--- src/design/sliding_window_box_mean_unit_defines.svh ---
// Assertion macros for the sliding window box mean unit
`ifndef SLIDING_WINDOW_BOX_MEAN_UNIT_DEFINES_SVH
`define SLIDING_WINDOW_BOX_MEAN_UNIT_DEFINES_SVH
`ifndef ASSERT_OFF
`define SWBM_ASSERT(label, clk, rst_n, prop, msg) \
	label: assert property (@(posedge clk) disable iff (!rst_n) prop) else $error(msg);
`define SWBM_ASSERT_NEXT(label, clk, rst_n, pre, post, msg) \
	label: assert property (@(posedge clk) disable iff (!rst_n) pre |=> post) else $error(msg);
`else
`define SWBM_ASSERT(label, clk, rst_n, prop, msg)
`define SWBM_ASSERT_NEXT(label, clk, rst_n, pre, post, msg)
`endif
`endif

--- src/design/swbm_pkg.sv ---
// Shared constants and types of the sliding window box mean unit
`default_nettype none
package swbm_pkg;
	localparam int MAX_COLS = 1024;
	localparam int MAX_WIN = 16;
	localparam int PIXEL_BITS = 8;
	localparam int MAX_IMG_ROWS = 4096;
	localparam int COL_W = $clog2(MAX_COLS);
	localparam int ROW_W = 12;
	localparam int SLOT_W = $clog2(MAX_WIN);
	localparam int CS_W = PIXEL_BITS + 4;
	localparam int WS_W = PIXEL_BITS + 8;
	localparam int HIST_DEPTH = MAX_COLS * MAX_WIN;
	localparam int HIST_AW = $clog2(HIST_DEPTH);
	localparam int AREA_W = 9;
	localparam int NUM_W = WS_W + 8;
	localparam int DIV_STEPS = NUM_W;
	localparam int DIV_CNT_W = $clog2(DIV_STEPS + 1);

	localparam logic [1:0] REG_WIN_COLS = 2'd0;
	localparam logic [1:0] REG_WIN_ROWS = 2'd1;
	localparam logic [1:0] REG_IMG_COLS = 2'd2;
	localparam logic [1:0] REG_IMG_ROWS = 2'd3;

	typedef enum logic [2:0] {
		ST_IDLE,
		ST_READ,
		ST_SUM,
		ST_DIV,
		ST_OUT
	} state_t;

	typedef struct packed {
		logic take;
		logic rd;
		logic upd;
		logic div_start;
		logic out_load;
	} cmd_t;

	typedef struct packed {
		logic emit;
		logic div_busy;
		logic out_full;
	} sts_t;
endpackage
`default_nettype wire

--- src/design/swbm_ctrl.sv ---
// Controller state machine of the box mean unit
`default_nettype none
module swbm_ctrl (
	input  wire logic              clk,
	input  wire logic              arst_n,
	input  wire logic              in_valid,
	output logic                   in_stall,
	input  wire logic              out_stall,
	input  wire swbm_pkg::sts_t    sts,
	output swbm_pkg::cmd_t         cmd
);
	import swbm_pkg::*;

	state_t state_q, state_d;

	always_ff @(posedge clk or negedge arst_n) begin
		if (!arst_n) begin
			state_q <= ST_IDLE;
		end else begin
			state_q <= state_d;
		end
	end

	always_comb begin
		state_d = state_q;
		case (state_q)
			ST_IDLE: if (in_valid) state_d = ST_READ;
			ST_READ: state_d = ST_SUM;
			ST_SUM: state_d = sts.emit ? ST_DIV : ST_IDLE;
			ST_DIV: if (!sts.div_busy) state_d = ST_OUT;
			ST_OUT: if (!sts.out_full || !out_stall) state_d = ST_IDLE;
			default: state_d = ST_IDLE;
		endcase
	end

	always_comb begin
		cmd = '0;
		in_stall = 1'b1;
		case (state_q)
			ST_IDLE: begin
				in_stall = 1'b0;
				cmd.take = in_valid;
			end
			ST_READ: cmd.rd = 1'b1;
			ST_SUM: begin
				cmd.upd = 1'b1;
				cmd.div_start = sts.emit;
			end
			ST_DIV: ;
			ST_OUT: cmd.out_load = !sts.out_full || !out_stall;
			default: ;
		endcase
	end

	`include "sliding_window_box_mean_unit_defines.svh"
	`SWBM_ASSERT(a_stall_busy, clk, arst_n, (state_q != ST_IDLE) -> in_stall, "busy without stall")
	`SWBM_ASSERT_NEXT(a_read_sum, clk, arst_n, state_q == ST_READ, state_q == ST_SUM, "read not followed by sum")
	`SWBM_ASSERT(a_div_ok, clk, arst_n, cmd.out_load -> !sts.div_busy, "load while dividing")
endmodule
`default_nettype wire

--- config.mk ---
export PLATFORM = sky130hd
export DESIGN_NAME = swbm_ctrl
export DESIGN_NICKNAME = d
export VERILOG_FILES = /design/src/design/swbm_pkg.sv /design/src/design/swbm_ctrl.sv
export VERILOG_INCLUDE_DIRS = /design/src /design/src/design
export SDC_FILE = /design/constraint.sdc
export NUM_CORES = 1
export LEC_CHECK = 0
export ABC_AREA = 1
export ABC_CLOCK_PERIOD_IN_PS = 1140
export BUFFER_PORTS_ARGS = -buffer_cell sky130_fd_sc_hd__clkbuf_2
export CAP_MARGIN = 5
export CORE_AREA = 2 2 39 41
export DETAILED_ROUTE_END_ITERATION = 10
export DIE_AREA = 0 0 41 43
export PLACE_DENSITY = 0.41
export SLEW_MARGIN = 30
export SYNTH_ARGS = -nofsm -noshare
export SYNTH_HDL_FRONTEND = slang
export SYNTH_SLANG_ARGS = --single-unit
--- constraint.sdc ---
create_clock -name clk -period 1.14 [get_ports clk]
set_clock_uncertainty 0.15 [all_clocks]
set_input_delay 0.228 -clock clk [delete_from_list [all_inputs] [get_ports clk]]
set_output_delay 0.228 -clock clk [all_outputs]
set_load 0.01 [all_outputs]
==> out/results.txt <==
final setup fails: 9
max-slew violations: 0
register area: 77.6 um2
FP Rows: 14
CP Capture Type: output port
Total Power: 1300 uW
slowest stage delay, CP: 450 ps
# H-tree levels: 1
WL met1: 263 um
Seq pwr share: 0.192
Netlist cell types: 12
Die Height: 43 um
filler cell count: 141
element type at the critical path start: flip-flop
syn_nets: 37
post-layout util: 0.365
top flop regs: state_q (3)
crit path cell chain: nor4_2, buf_2
highest metal used: met4
post-synthesis cell area: 203 um2
ratio of cells with drive above 1 in the final layout: 0.789
initial antenna violation count: 0
largest fanout on the critical path: 4
IO Pins: 13
Die Wd: 41 um
r2r endpoint: state_q[0]
total CTS buffers: 3
Hold Path Class: in2reg
setup TNS: -2370 ps
CP max stage cell: dfrtp_2
critical path required time: 760 ps
combinational share of power: 0.667
antenna-violating nets left: 0
Pleak: 0.000265 uW
area of the multi-input gates: 176 um2
first-pass iteration count of the detailed router: 2
Rel. slew slack: 0.857
WL met3: 45 um
Power Dens Cells: 2580 nW/um2
pin count of the biggest net entering global routing: 5
Avg Cell Area, Syn: 6.76 um2
Worst Tran Pin Value: 212 ps
crit path to: cmd[0]
metal2 WL: 406 um
HPWL after DPL: 502 um
crit-path leading delay family: flip-flops
CTS sink cnt: 3
Final period util: 1.33
total of max-cap violations: 0
total wire length: 735 um
synthesized flop and latch total: 3
clock buffer depth: 2
Routed wire per std cell: 10.1 um
Critical Path Start: state_q[0]
post-synthesis sequential area ratio: 0.370
antenna fix cells: 0
CTS tree: yes
Switch Pwr: 542 uW
Via density: 3.93
most common cell after layout, fill and taps aside: buf_4
internal power: 762 uW
Setup WS post-layout: -371 ps
clock network power share: 0.141
worst r2r path cells: 7
global-route wire length before repair: 1080 um
Period minus WS final: 1510 ps
DIE AREA: 1760 um2
synth warn: 0
crit path kind: reg2out
register-to-register setup slack: -180 ps
Area Growth Syn to Fin: 149%
routability cong.: 0.604
Max Freq: 662 MHz
Biggest register: state_q
port bufs: 12
violation count after the first detailed-route iteration: 4
cell count after synthesis: 30
RSZ-0062 raised after global routing: yes
vias: 287
NumNets Final: 65
Buf/Inv on CP: 1
overall fraction of global-route tracks in use: 0.0994
Hold WS: 104 ps
number of remaining DRC errors: 0
max reg flops: 3
core footprint: 1380 um2
R2R Path Start: state_q[2]
clock root cell: clkbuf_4
switching share of power: 0.415
violated checks: negative setup slack
status: complete, but fails checks
CTS clk-pin slew, worst paths: 30 ps
final hold vios: 0
Worst VDD drop: 0.901 mV
most frequent cells in the layout: buf_4 (7), clkbuf_2 (6), buf_6 (6)
Crit path depth: 2
worst-skew pair later-pin latency: 230 ps
vias in the first global route: 279
CP arrival: 1130 ps
Initial Util: 0.146
global route overflow: 0
## layout make-up
class,instances,area share
Clock buffer,4,0.0520
Inverter,8,0.0594
Sequential cell,3,0.153
Timing Repair Buffer,23,0.347
Multi-Input combinational cell,19,0.349
Tap cell,16,0.0396
## layer usage
layer / global-route usage / up-vias
li1: - / 148
met1: 0.103 / 124
met2: 0.134 / 13
met3: 0.0314 / 2
met4: 0.120 / 0
met5: 0 / -
## what timing repair did
| item | in CTS | in global routing |
|---|---|---|
| setup buffers | 4 | 2 |
| gates cloned | 0 | 0 |
| pin swaps | 8 | 9 |
| hold buffers | 1 | 0 |
| endpoints found under the hold margin | 3 | 0 |
| endpoints found under the setup margin | 9 | 9 |
| gates resized for setup | 11 | 11 |
## through the flow
step | cells | instance area [um2] | worst slack [ps]
after global routing | 73 | 505 | -439
after CTS | 71 | 463 | -356
after global placement | 63 | 355 | -149
after floorplan | 30 | 238 | -68.7
final | 73 | 505 | -371
after detailed placement | 63 | 355 | -146
## Yosys cell counts
cell type | n | area (um2)
o211ai_1 | 1 | 7.51
nand2_1 | 6 | 22.5
nand3_1 | 4 | 20.0
nor2_1 | 2 | 7.51
inv_2 | 2 | 7.51
dfrtp_1 | 3 | 75.1
nor2_2 | 2 | 12.5
a21oi_2 | 1 | 8.76
nor4_1 | 1 | 6.26
nand2_2 | 1 | 6.26
nand4_1 | 1 | 6.26
inv_1 | 6 | 22.5
## kinds of logic (layout without fill, tap and decap cells)
logic type | count (synthesis) | count (layout) | synth area share
simple gates | 17 | 17 | 0.401
compound gates | 2 | 2 | 0.0803
buf+inv | 8 | 35 | 0.148
flops | 3 | 3 | 0.370
## worst register-to-register path: stages, from the launching register on
cell,delay [ps]
dfrtp_1,380
inv_2,120
nand2_4,70
buf_4,130
buf_6,110
nor2_4,100
nand2_2,80
a21oi_2,120
## power by group through the flow
stage               clock, uW  sequential, uW  combinational [uW]
floorplan                   0             229                 341
global placement            0             240                 578
detailed placement          0             241                 576
CTS                       191             238                 747
global route              199             257                 957
finish                    183             251                 869
## worst min-delay path by stage
| stage | depth (start not counted) | slack, ps | from | to |
|---|---|---|---|---|
| after detailed placement | 1 | -120 | arst_n | state_q[2] |
| after CTS | 3 | 120 | sts[1] | state_q[0] |
| after floorplan | 0 | -220 | arst_n | state_q[0] |
| after global placement | 1 | -120 | arst_n | state_q[2] |
| final | 3 | 100 | sts[1] | state_q[1] |
| after global routing | 3 | 120 | sts[1] | state_q[0] |
Power figures use the tool's default switching activity.
